## src/rtl/core/ptts_pkg.sv

```systemverilog
package ptts_pkg;

    localparam int NUM_SLOTS   = 8;
    localparam int SLOT_BITS   = 3;
    localparam int PERIOD_BITS = 16;
    localparam int TIME_BITS   = 32;
    localparam int KIND_BITS   = 3;

    localparam int IN_DATA_BITS  = 56;
    localparam int OUT_DATA_BITS = 40;

    localparam logic [KIND_BITS-1:0] KIND_TICK    = 3'd0;
    localparam logic [KIND_BITS-1:0] KIND_ADD     = 3'd1;
    localparam logic [KIND_BITS-1:0] KIND_REMOVE  = 3'd2;
    localparam logic [KIND_BITS-1:0] KIND_SERVICE = 3'd3;
    localparam logic [KIND_BITS-1:0] KIND_SET     = 3'd4;

    localparam logic [2:0] BANK_NONE   = 3'd0;
    localparam logic [2:0] BANK_ADD    = 3'd1;
    localparam logic [2:0] BANK_REMOVE = 3'd2;
    localparam logic [2:0] BANK_TICK   = 3'd3;
    localparam logic [2:0] BANK_SERVE  = 3'd4;

    typedef struct packed {
        logic [2:0]             op;
        logic [SLOT_BITS-1:0]   idx;
        logic [PERIOD_BITS-1:0] period;
    } bank_cmd_t;

    typedef struct packed {
        logic active;
        logic pending;
        logic period_zero;
    } bank_rd_t;

endpackage

```

## src/rtl/core/ptts_countdown_unit.sv

```systemverilog
module ptts_countdown_unit (
    input  logic [ptts_pkg::PERIOD_BITS-1:0] count,
    input  logic [ptts_pkg::PERIOD_BITS-1:0] period,
    output logic [ptts_pkg::PERIOD_BITS-1:0] count_next,
    output logic                             fire
);

    assign fire       = (count == '0);
    assign count_next = fire ? period : count - ptts_pkg::PERIOD_BITS'(1);

endmodule

```

## src/rtl/core/ptts_slot_bank.sv

```systemverilog
module ptts_slot_bank (
    input  logic                clk,
    input  logic                rst_n,
    input  ptts_pkg::bank_cmd_t cmd,
    output ptts_pkg::bank_rd_t  rd
);

    logic [ptts_pkg::NUM_SLOTS-1:0]   active_reg;
    logic [ptts_pkg::NUM_SLOTS-1:0]   pending_reg;
    logic [ptts_pkg::PERIOD_BITS-1:0] period_mem [ptts_pkg::NUM_SLOTS];
    logic [ptts_pkg::PERIOD_BITS-1:0] count_mem  [ptts_pkg::NUM_SLOTS];
    logic [ptts_pkg::PERIOD_BITS-1:0] count_next;
    logic                             fire;

    ptts_countdown_unit u_countdown (
        .count      (count_mem[cmd.idx]),
        .period     (period_mem[cmd.idx]),
        .count_next (count_next),
        .fire       (fire)
    );

    assign rd.active      = active_reg[cmd.idx];
    assign rd.pending     = pending_reg[cmd.idx];
    assign rd.period_zero = (period_mem[cmd.idx] == '0);

    always_ff @(posedge clk or negedge rst_n)
    begin
        if (!rst_n)
        begin
            active_reg  <= '0;
            pending_reg <= '0;
        end
        else
        begin
            case (cmd.op)
                ptts_pkg::BANK_ADD:
                begin
                    active_reg[cmd.idx]  <= 1'b1;
                    pending_reg[cmd.idx] <= 1'b0;
                end
                ptts_pkg::BANK_REMOVE:
                begin
                    active_reg[cmd.idx]  <= 1'b0;
                    pending_reg[cmd.idx] <= 1'b0;
                end
                ptts_pkg::BANK_TICK:
                begin
                    if (active_reg[cmd.idx] && fire)
                    begin
                        pending_reg[cmd.idx] <= 1'b1;
                    end
                end
                ptts_pkg::BANK_SERVE:
                begin
                    pending_reg[cmd.idx] <= 1'b0;
                    if (period_mem[cmd.idx] == '0)
                    begin
                        active_reg[cmd.idx] <= 1'b0;
                    end
                end
                default:
                begin
                end
            endcase
        end
    end

    always_ff @(posedge clk)
    begin
        case (cmd.op)
            ptts_pkg::BANK_ADD:
            begin
                period_mem[cmd.idx] <= cmd.period;
                count_mem[cmd.idx]  <= cmd.period;
            end
            ptts_pkg::BANK_TICK:
            begin
                if (active_reg[cmd.idx])
                begin
                    count_mem[cmd.idx] <= count_next;
                end
            end
            default:
            begin
            end
        endcase
    end

endmodule

```

## src/rtl/core/periodic_task_tick_scheduler.sv

```systemverilog
// Software-timer style task scheduler with eight task slots and a free-running
// millisecond counter. Each transaction on the input stream carries one command
// in s_tuser and returns exactly one result transaction with the counter value
// after the command. A tick walks the slots one per cycle through a single
// shared countdown unit and then advances the counter; a service scans the
// slots in the same way from slot zero and finishes at the lowest pending slot.
// Add, remove, set time and unused commands go straight to the result. The
// input is not ready while a command is in progress. A finished result waits
// in the output register, and the next command is accepted while it waits.
module periodic_task_tick_scheduler (
    input  logic                                clk,
    input  logic                                rst_n,
    input  logic                                s_tvalid,
    output logic                                s_tready,
    // slot[2:0], period_ms[18:3], time_value[50:19], zero fill above.
    input  logic [ptts_pkg::IN_DATA_BITS-1:0]   s_tdata,
    // kind[2:0].
    input  logic [ptts_pkg::KIND_BITS-1:0]      s_tuser,
    output logic                                m_tvalid,
    input  logic                                m_tready,
    // time_now[31:0], was_duplicate[32], ready_valid[33], ready_slot[36:34],
    // ready_retired[37], zero fill above.
    output logic [ptts_pkg::OUT_DATA_BITS-1:0]  m_tdata
);

    localparam logic [1:0] ST_IDLE = 2'd0;
    localparam logic [1:0] ST_TICK = 2'd1;
    localparam logic [1:0] ST_SCAN = 2'd2;
    localparam logic [1:0] ST_DONE = 2'd3;

    localparam logic [ptts_pkg::SLOT_BITS-1:0] LAST_IDX =
        ptts_pkg::SLOT_BITS'(ptts_pkg::NUM_SLOTS - 1);

    logic [1:0]                       state_reg, state_next;
    logic [ptts_pkg::SLOT_BITS-1:0]   idx_reg, idx_next;
    logic [ptts_pkg::TIME_BITS-1:0]   time_reg, time_next;
    logic                             dup_reg, dup_next;
    logic                             rvalid_reg, rvalid_next;
    logic [ptts_pkg::SLOT_BITS-1:0]   rslot_reg, rslot_next;
    logic                             retired_reg, retired_next;
    logic                             m_tvalid_reg, m_tvalid_next;
    logic [ptts_pkg::OUT_DATA_BITS-1:0] m_tdata_reg, m_tdata_next;

    logic [ptts_pkg::SLOT_BITS-1:0]   in_slot;
    logic [ptts_pkg::PERIOD_BITS-1:0] in_period;
    logic [ptts_pkg::TIME_BITS-1:0]   in_time;
    logic                             in_slot_ok;
    logic                             accept;

    ptts_pkg::bank_cmd_t bank_cmd;
    ptts_pkg::bank_rd_t  bank_rd;

    assign in_slot    = s_tdata[ptts_pkg::SLOT_BITS-1:0];
    assign in_period  = s_tdata[ptts_pkg::SLOT_BITS +: ptts_pkg::PERIOD_BITS];
    assign in_time    = s_tdata[ptts_pkg::SLOT_BITS + ptts_pkg::PERIOD_BITS +:
                                ptts_pkg::TIME_BITS];
    assign in_slot_ok = (32'(in_slot) < ptts_pkg::NUM_SLOTS);

    assign s_tready = (state_reg == ST_IDLE);
    assign accept   = s_tvalid && s_tready;
    assign m_tvalid = m_tvalid_reg;
    assign m_tdata  = m_tdata_reg;

    ptts_slot_bank u_bank (
        .clk   (clk),
        .rst_n (rst_n),
        .cmd   (bank_cmd),
        .rd    (bank_rd)
    );

    always_comb
    begin
        state_next    = state_reg;
        idx_next      = idx_reg;
        time_next     = time_reg;
        dup_next      = dup_reg;
        rvalid_next   = rvalid_reg;
        rslot_next    = rslot_reg;
        retired_next  = retired_reg;
        m_tvalid_next = m_tvalid_reg;
        m_tdata_next  = m_tdata_reg;

        bank_cmd.op     = ptts_pkg::BANK_NONE;
        bank_cmd.idx    = (state_reg == ST_IDLE) ? in_slot : idx_reg;
        bank_cmd.period = in_period;

        if (m_tvalid_reg && m_tready)
        begin
            m_tvalid_next = 1'b0;
        end

        case (state_reg)
            ST_IDLE:
            begin
                if (accept)
                begin
                    dup_next     = 1'b0;
                    rvalid_next  = 1'b0;
                    rslot_next   = '0;
                    retired_next = 1'b0;
                    idx_next     = '0;
                    state_next   = ST_DONE;
                    case (s_tuser)
                        ptts_pkg::KIND_TICK:
                        begin
                            state_next = ST_TICK;
                        end
                        ptts_pkg::KIND_ADD:
                        begin
                            if (in_slot_ok)
                            begin
                                bank_cmd.op = ptts_pkg::BANK_ADD;
                                dup_next    = bank_rd.active;
                            end
                        end
                        ptts_pkg::KIND_REMOVE:
                        begin
                            if (in_slot_ok)
                            begin
                                bank_cmd.op = ptts_pkg::BANK_REMOVE;
                            end
                        end
                        ptts_pkg::KIND_SERVICE:
                        begin
                            state_next = ST_SCAN;
                        end
                        ptts_pkg::KIND_SET:
                        begin
                            time_next = in_time;
                        end
                        default:
                        begin
                        end
                    endcase
                end
            end
            ST_TICK:
            begin
                bank_cmd.op = ptts_pkg::BANK_TICK;
                if (idx_reg == LAST_IDX)
                begin
                    time_next  = time_reg + ptts_pkg::TIME_BITS'(1);
                    state_next = ST_DONE;
                end
                else
                begin
                    idx_next = idx_reg + ptts_pkg::SLOT_BITS'(1);
                end
            end
            ST_SCAN:
            begin
                if (bank_rd.active && bank_rd.pending)
                begin
                    bank_cmd.op  = ptts_pkg::BANK_SERVE;
                    rvalid_next  = 1'b1;
                    rslot_next   = idx_reg;
                    retired_next = bank_rd.period_zero;
                    state_next   = ST_DONE;
                end
                else if (idx_reg == LAST_IDX)
                begin
                    state_next = ST_DONE;
                end
                else
                begin
                    idx_next = idx_reg + ptts_pkg::SLOT_BITS'(1);
                end
            end
            ST_DONE:
            begin
                if (!m_tvalid_reg || m_tready)
                begin
                    m_tvalid_next = 1'b1;
                    m_tdata_next  = {2'b00, retired_reg, rslot_reg, rvalid_reg, dup_reg,
                                     time_reg};
                    state_next    = ST_IDLE;
                end
            end
            default:
            begin
                state_next = ST_IDLE;
            end
        endcase
    end

    always_ff @(posedge clk or negedge rst_n)
    begin
        if (!rst_n)
        begin
            state_reg    <= ST_IDLE;
            idx_reg      <= '0;
            time_reg     <= '0;
            m_tvalid_reg <= 1'b0;
        end
        else
        begin
            state_reg    <= state_next;
            idx_reg      <= idx_next;
            time_reg     <= time_next;
            m_tvalid_reg <= m_tvalid_next;
        end
    end

    always_ff @(posedge clk)
    begin
        dup_reg     <= dup_next;
        rvalid_reg  <= rvalid_next;
        rslot_reg   <= rslot_next;
        retired_reg <= retired_next;
        m_tdata_reg <= m_tdata_next;
    end

`ifndef SYNTHESIS
    assert property (@(posedge clk) disable iff (!rst_n)
        (state_reg == ST_TICK && idx_reg == LAST_IDX)
        |=> (time_reg == $past(time_reg) + ptts_pkg::TIME_BITS'(1)))
        else $error("Tick walk did not advance the time counter.");

    assert property (@(posedge clk) disable iff (!rst_n)
        (accept && (s_tuser == ptts_pkg::KIND_TICK || s_tuser == ptts_pkg::KIND_SERVICE))
        |=> ((state_reg == ST_TICK || state_reg == ST_SCAN) && idx_reg == '0))
        else $error("Slot walk did not start at slot zero.");

    assert property (@(posedge clk) disable iff (!rst_n)
        (state_reg == ST_SCAN && bank_rd.active && bank_rd.pending)
        |=> (state_reg == ST_DONE && rvalid_reg && rslot_reg == $past(idx_reg)))
        else $error("Service scan passed a pending slot.");
`endif

endmodule

```

## config.mk

```make
export PLATFORM = sky130hd
export DESIGN_NAME = periodic_task_tick_scheduler
export DESIGN_NICKNAME = d
export VERILOG_FILES = /design/src/rtl/core/ptts_pkg.sv /design/src/rtl/core/ptts_countdown_unit.sv /design/src/rtl/core/ptts_slot_bank.sv /design/src/rtl/core/periodic_task_tick_scheduler.sv
export SDC_FILE = /design/constraint.sdc
export NUM_CORES = 1
export LEC_CHECK = 0
export BUFFER_PORTS_ARGS = -buffer_cell sky130_fd_sc_hd__buf_2
export CORE_UTILIZATION = 45
export CTS_BUF_LIST = sky130_fd_sc_hd__clkbuf_8
export DETAILED_ROUTE_END_ITERATION = 8
export GPL_ROUTABILITY_DRIVEN = 0
export SYNTH_ARGS = -nofsm -noshare
export SYNTH_HDL_FRONTEND = slang
export SYNTH_HIERARCHICAL = 1
export SYNTH_SLANG_ARGS = --single-unit
```

## constraint.sdc

```tcl
create_clock -name clk -period 7.25 [get_ports clk]
set_input_delay 0.3625 -clock clk [delete_from_list [all_inputs] [get_ports clk]]
set_output_delay 0.3625 -clock clk [all_outputs]
set_load 0.005 [all_outputs]
```

==> flow_summary.yaml, run 1 <==
timing:
  layout_setup_ws_ns: 1.715
  fin_crit_ns: 5.535
  final.setup.tns_ns: 0
  drv_slew: 0
  max_freq_mhz: 180.7
  hold_violations: 0
  slew_headroom: 0.1738
  period_share: 0.7635
  setup_viol: 0
  worst_pin_slew_ns: 1.230
  rsz0062_at_grt: "false"
  fin_worst_skew_ns: 0.03818
layout:
  fillCellCount: 2855
  multiInputGateArea_sq_um: 4632
  final_nets: 1326
  area_growth_pct: 15.36
  drive_above_1_share: 0.2089
  seq_area_sq_um: 10360
setup_path:
  worstPathRequired_ns: 7.60
  slowest_delay_ns: 0.71
  critPathTopFamily: "simple AND/OR/NAND/NOR gates"
  cpMaxStageDelayCell: "mux2_2"
  critPathLaunchType: "register"
  critPathMaxFanout: 25
  critPathBufInv: 2
  cp.arrival_ns: 5.88
  worstSetupEndpointType: "register"
  path_cells: "inv_1 > ha_1 > mux2_2 > nor2_1 > and2_1 > a22oi_1 > nand4_1 > nor3_1 > nand2_1 > or3_1 > buf_12 > nor2_1 > a21oi_1 > mux2_2"
  reg2reg_slack_ns: 1.71
  path_class: "reg -> reg"
cts:
  numCtsBuffers: 59
  cts_tree: "built"
  clk_latency_ns: 0.65
  clockRootBuffer: "clkbuf_8"
  h-tree-depth: 2
  ctsHoldBuffers: 24
  cts.path.max_buffers: 3
  cts_setup_buffers: 0
  path_clk_slew_ns: 0.06
  cts_resized: 0
  clock-sinks: 354
logic_synthesis:
  ys_types: 70
  yosysWarnings: 6
  ys_ff_latch: 354
  syn-cell-area_sq_um: 15360
  synth_edf_count: 300
  netlist_instances: 1098
  synth_flop_cell: "edfxtp_1"
  avgSynthCellArea_sq_um: 13.99
  async_reset_ff_frac: 0.1525
  seq_area_frac_synth: 0.6743
route:
  route.detailed.drc: 0
  vias: 9999
  ant_nets: 0
  wl_met3_um: 2378
  avgViaCountPerCell: 5.710
  drtIter0Drc: 786
  maxUsedRoutingLayer: "met4"
  wl_um: 37800
  avgRoutedWirePerCell_um: 21.59
  wl_met2_um: 18050
  wl_met1_um: 16770
  drt_pass1_iterations: 5
floorplan:
  core_area_sq_um: 33530
  die_height_um: 186.8
  die-area_sq_um: 34880
  io_pins: 105
  num_rows: 67
  start_util: 0.4582
  die_w_um: 186.8
placement:
  place_ws_ns: 1.791
  place_hpwl_um: 22960
  port_buffers: 97
flow_run:
  drv_cap: 0
grt:
  antenna_found_initial: 1
  grt_pass1_wl_um: 58410
  grt_pass1_vias: 9979
  grt_max_degree: 55
  gr-usage-all-layers: 0.2195
  grt_overflow: 0
power:
  powerDensity_nw_per_um2: 428.6
  p_leak_nw: 6.359
  peakVddDrop_mv: 0.1873
  power_mw: 7.596
min_path:
  hold_class: "in -> reg"
status:
  outcome: "finished clean"
## layer usage
layer,vias to the layer above,GRT usage
li1,4625,-
met1,4996,0.3009
met2,330,0.3512
met3,48,0.05229
met4,0,0.05832
met5,-,0
## synth_stat cells (18+ instances only)
cell,instances,area share
a21oi_1,66,0.022
a22oi_1,50,0.024
buf_2,23,0.0075
clkbuf_1,25,0.0061
dfrtp_1,54,0.088
edfxtp_1,300,0.59
inv_1,18,0.0044
mux2_2,37,0.027
mux2i_1,40,0.026
nand2_1,67,0.016
nand3_1,28,0.0091
nand4_1,21,0.0086
nor2_1,67,0.016
nor3_1,18,0.0059
o21ai_0,42,0.014
o22ai_1,25,0.010
## through the flow
stage	cell area (sq um)	hold slack, ns	instances	util
after global routing	17720	0.004811	1750	0.5285
after global placement	16390	0.4027	1616	0.4887
after detailed placement	16390	0.4052	1616	0.4887
after CTS	17720	0.0001980	1750	0.5285
final	17720	0.04184	1751	0.5285
after floorplan	15370	0.06691	1099	-
## worst min-delay path, stage by stage
cell	delay, ns
buf_2	0.09
a21oi_1	0.06
o21ai_0	0.12
## power by group
part	leakage, nW	internal [mW]	switching [mW]
registers	3.38	2.73	0.226
clock network	0.627	0.848	0.780
logic	2.35	1.10	1.91
total	6.36	4.68	2.91
## layout make-up
cell class | count | area share
Antenna cell | 1 | 0.0001412
Clock buffer | 61 | 0.04737
Clock inverter | 49 | 0.01426
Inverter | 18 | 0.003812
Multi-Input combinational cell | 663 | 0.2613
Sequential cell | 354 | 0.5845
Tap cell | 448 | 0.03163
Timing Repair Buffer | 157 | 0.05690
## kinds of logic (layout without fill, tap and decap cells)
kind of cell | after synthesis | count (layout) | synth area share
AO/OA/AOI/OAI | 271 | 271 | 0.1186
XOR/XNOR | 14 | 14 | 0.007981
buffers and inverters | 82 | 285 | 0.02590
other | 1 | 3 | 0.0002441
flip-flops | 354 | 354 | 0.6743
multiplexers | 92 | 92 | 0.07321
AND/OR/NAND/NOR | 274 | 274 | 0.09162
adder cells (fa/ha/maj) | 10 | 10 | 0.008144
## path summary, 6_finish.rpt
check	depth (start not counted)	endpoint	from
max	14	u_bank/count_mem[2][7]$_DFFE_PP_	state_reg[0]$_DFFE_PN0P_
min	3	time_reg[0]$_DFFE_PN0P_	s_tdata[19]
max reg2reg	14	u_bank/count_mem[2][7]$_DFFE_PP_	state_reg[0]$_DFFE_PN0P_
min reg2reg	0	m_tdata[32]$_DFFE_PP_	dup_reg$_SDFFCE_PP0P_
max in group asynchronous	3	time_reg[6]$_DFFE_PN0P_	rst_n
min in group asynchronous	3	idx_reg[1]$_DFFE_PN0P_	rst_n
## placed cells by master (no fill, tap or decap), types with 20 or more instances in the layout
master | netlist | layout
a21oi_1 | 66 | 66
a22oi_1 | 50 | 50
buf_2 | 23 | 97
buf_4 | 4 | 35
clkbuf_8 | 0 | 61
clkinv_1 | 0 | 20
dfrtp_1 | 54 | 54
dlygate4sd3_1 | 0 | 24
edfxtp_1 | 300 | 300
inv_1 | 18 | 39
mux2_2 | 37 | 36
mux2i_1 | 40 | 40
nand2_1 | 67 | 67
nand3_1 | 28 | 28
nand4_1 | 21 | 21
nor2_1 | 67 | 67
o21ai_0 | 42 | 42
o22ai_1 | 25 | 25
(Power assumes the default switching activity.)
==> run 2, diff against run 1 <==
--- a/config.mk
+++ b/config.mk
@@ -5,6 +5,7 @@
 export SDC_FILE = /design/constraint.sdc
 export NUM_CORES = 1
 export LEC_CHECK = 0
+export ABC_AREA = 1
 export BUFFER_PORTS_ARGS = -buffer_cell sky130_fd_sc_hd__buf_2
 export CORE_UTILIZATION = 45
 export CTS_BUF_LIST = sky130_fd_sc_hd__clkbuf_8
==> constraint.sdc (replaced) <==
create_clock -name clk -period 5.09 [get_ports clk]
set_input_delay 0.2545 -clock clk [delete_from_list [all_inputs] [get_ports clk]]
set_output_delay 0.2545 -clock clk [all_outputs]
set_load 0.005 [all_outputs]
==> run 2 against run 1 <==
Effect of this change:
- cell count grew 32%
- combinational power is 55% higher
- register-to-register slack got worse by 1.3 ns
- power rose by 47%
- critical path depth rose by 6
- sequential share of layout area down 3.9 points
- first-iteration DRC count fell by 8.0%
- sequential power up 42%
- flip-flop and latch count unchanged
- core utilization is 0.62 points higher
- critical path type unchanged
- highest routed layer unchanged
==> flow_summary.yaml, run 2 <==
grt:
  grt_pass1_vias: 10930
  grt_overflow: 0
  gr-usage-all-layers: 0.2156
  grt_pass1_wl_um: 60150
  antenna_found_initial: 0
  grt_max_degree: 65
power:
  p_sw_mw: 4.570
  clkPwrFrac: 0.205
  comb_power_share: 0.419
  p_leak_nw: 7.961
  powerDensity_nw_per_um2: 588.3
  peakVddDrop_mv: 0.3944
  sw_frac_of_total: 0.4094
  p_int_mw: 6.593
  power.share.sequential: 0.375
placement:
  dpl_cell_area_sq_um: 17390
  place_hpwl_um: 24050
  port_buffers: 97
  place_ws_ns: 0.3976
route:
  avgViaCountPerCell: 5.022
  vias: 11600
  route.detailed.drc: 0
  avgRoutedWirePerCell_um: 16.58
  drt_pass1_iterations: 5
  drtIter0Drc: 723
  wl_um: 38300
  ant_nets: 0
floorplan:
  core_area_sq_um: 35480
  num_rows: 69
  io_pins: 105
  start_util: 0.4562
  die-area_sq_um: 36730
  die_w_um: 191.7
  die_height_um: 191.7
flow_run:
  drv_cap: 0
logic_synthesis:
  yosys.area.top_type_share: 0.5566
  yosysWarnings: 6
  ys_types: 44
  async_reset_ff_frac: 0.1525
  avgSynthCellArea_sq_um: 10.06
  netlist_instances: 1609
  synth_area_leaders: "edfxtp_1 56%, nand2_1 13%, dfrtp_1 8.3%"
  ys_ff_latch: 354
  seq_area_frac_synth: 0.6401
  yosysMostFrequentCell: "nand2_1"
  syn-cell-area_sq_um: 16190
  synth_flop_cell: "edfxtp_1"
  yosys-top-cells-count: "560 x nand2_1, 300 x edfxtp_1, 154 x inv_1"
  synth_edf_count: 300
  yosysTopAreaCell: "edfxtp_1"
cts:
  clock-sinks: 354
  clockRootBuffer: "clkbuf_8"
  path_clk_slew_ns: 0.06
  h-tree-depth: 2
  clk_latency_ns: 0.63
  cts_tree: "built"
  numCtsBuffers: 56
  cts_setup_buffers: 0
  cts.path.max_buffers: 3
setup_path:
  critPathLaunchType: "register"
  path_cells: "inv_1 > ha_1 > buf_4 > inv_1 > nand2_1 > nand2_2 > inv_2 > nand2_1 > inv_1 > a22o_1 > a221oi_1 > nand4_1 > nand2_1 > nor2_1 > inv_1 > nor2_1 > nor3_1 > inv_1 > buf_4 > nor2_2"
  crit_top_cell: "inv_1"
  critPathMaxFanout: 17
  critPathTopFamily: "simple AND/OR/NAND/NOR gates"
  worstSetupEndpointType: "register"
  path_class: "reg -> reg"
  r2r_cells: 20
  slowest_delay_ns: 0.88
  crit_start: "state_reg[1]$_DFFE_PN0P_"
  cp.arrival_ns: 4.92
  cpMaxStageDelayCell: "nor2_2"
  worstPathRequired_ns: 5.32
  cp-endpoint: "u_bank/period_mem[2][14]$_DFFE_PP_"
  critPathBufInv: 8
  r2r-end: "u_bank/period_mem[2][14]$_DFFE_PP_"
  reg2reg_slack_ns: 0.41
  path_depth: 20
  r2r-start: "state_reg[1]$_DFFE_PN0P_"
layout:
  seq_area_sq_um: 10360
  area_growth_pct: 17.24
  fillCellCount: 3174
  diodes: 0
  mostFrequentLayoutCell: "nand2_1"
  most-common-layout-cells: "559 x nand2_1, 300 x edfxtp_1, 179 x inv_1, 140 x nor2_1, 97 x buf_2"
  design_area_sq_um: 18980
  final_util: 0.5348
  multiInputGateArea_sq_um: 4977
  drive_above_1_share: 0.1612
  final_nets: 1877
timing:
  holdWs_ns: 0.06508
  period_share: 0.9204
  drv_slew: 0
  max_freq_mhz: 213.5
  rsz0062_at_grt: "true"
  slew_headroom: 0.2146
  fin_crit_ns: 4.685
  worst_pin_slew_ns: 1.177
  fin_worst_skew_ns: 0.01901
  layout_setup_ws_ns: 0.4051
  hold_violations: 0
  setup_viol: 0
status:
  outcome: "finished clean"
min_path:
  hold_class: "in -> reg"
run 2: changes by cell type after synthesis, moves of 16 or more:
cell,change
nand2_1,+493
a21oi_1,-47
mux2i_1,-40
nor2_1,+81
nor3_1,-16
mux2_2,-33
nand3_1,+64
and3_1,-17
inv_1,+136
a22oi_1,-26
o21ai_1,+17
o22ai_1,-21
run 2: stage by stage:
stage                     total power [mW]  cells  TNS (ns)
final                                11.16   2310         0
after detailed placement             8.910   2155         0
after global placement               8.842   2155         0
after floorplan                      7.454   1610         0
after global routing                 12.05   2310  -0.09913
after CTS                            11.27   2310         0
run 2: power groups by stage:
stage / combinational [mW] / clock [mW] / sequential (mW)
global route: 5.31 / 2.49 / 4.25
floorplan: 3.28 / 0 / 4.18
CTS: 4.72 / 2.36 / 4.19
finish: 4.68 / 2.29 / 4.19
detailed placement: 4.66 / 0 / 4.24
global placement: 4.62 / 0 / 4.23
run 2: what timing repair did:
item                                   4_1_cts  5_1_grt
endpoints found under the hold margin      217        0
hold buffers                                52        0
setup endpoints to repair                    0       24
resized for setup                            0        1
run 2: area by class of cell:
type / instances / area share
Clock buffer: 61 / 0.04424
Clock inverter: 42 / 0.01174
Inverter: 164 / 0.03244
Multi-Input combinational cell: 1037 / 0.2623
Sequential cell: 354 / 0.5460
Tap cell: 461 / 0.03040
Timing Repair Buffer: 191 / 0.07293
run 2: worst min-delay path: stages:
cell	delay, ns
buf_2	0.13
nand4_1	0.09
nand3_1	0.07
o21ai_0	0.09
run 2: per-layer routing:
metal | global-route usage | vias to the layer above | part of all wire
li1 | - | 5737 | -
met5 | 0 | - | 0
met1 | 0.2918 | 5460 | 0.45
met3 | 0.03636 | 59 | 0.060
met2 | 0.3574 | 344 | 0.47
met4 | 0.06166 | 0 | 0.020
run 2: kinds of logic (layout without fill, tap and decap cells):
| kind of cell | count (synthesis) | after routing | synth area share |
|---|---|---|---|
| AO/OA/AOI/OAI | 125 | 125 | 0.05002 |
| XOR/XNOR | 13 | 13 | 0.007035 |
| AND/OR/NAND/NOR | 871 | 871 | 0.2237 |
| adder cells (fa/ha/maj) | 10 | 10 | 0.007730 |
| multiplexers | 16 | 16 | 0.01391 |
| buffers and inverters | 219 | 458 | 0.05728 |
| other | 1 | 2 | 0.0002317 |
| flip-flops | 354 | 354 | 0.6401 |
run 2: worst min-delay path by stage:
stage	from	endpoint	depth (start not counted)
2_1_floorplan	rst_n	idx_reg[0]$_DFFE_PN0P_	0
3_3_place_gp	dup_reg$_SDFFCE_PP0P_	m_tdata[32]$_DFFE_PP_	0
3_5_place_dp	dup_reg$_SDFFCE_PP0P_	m_tdata[32]$_DFFE_PP_	0
4_1_cts	s_tuser[1]	state_reg[0]$_DFFE_PN0P_	4
5_1_grt	s_tuser[1]	state_reg[0]$_DFFE_PN0P_	4
6_report	s_tuser[1]	state_reg[0]$_DFFE_PN0P_	4
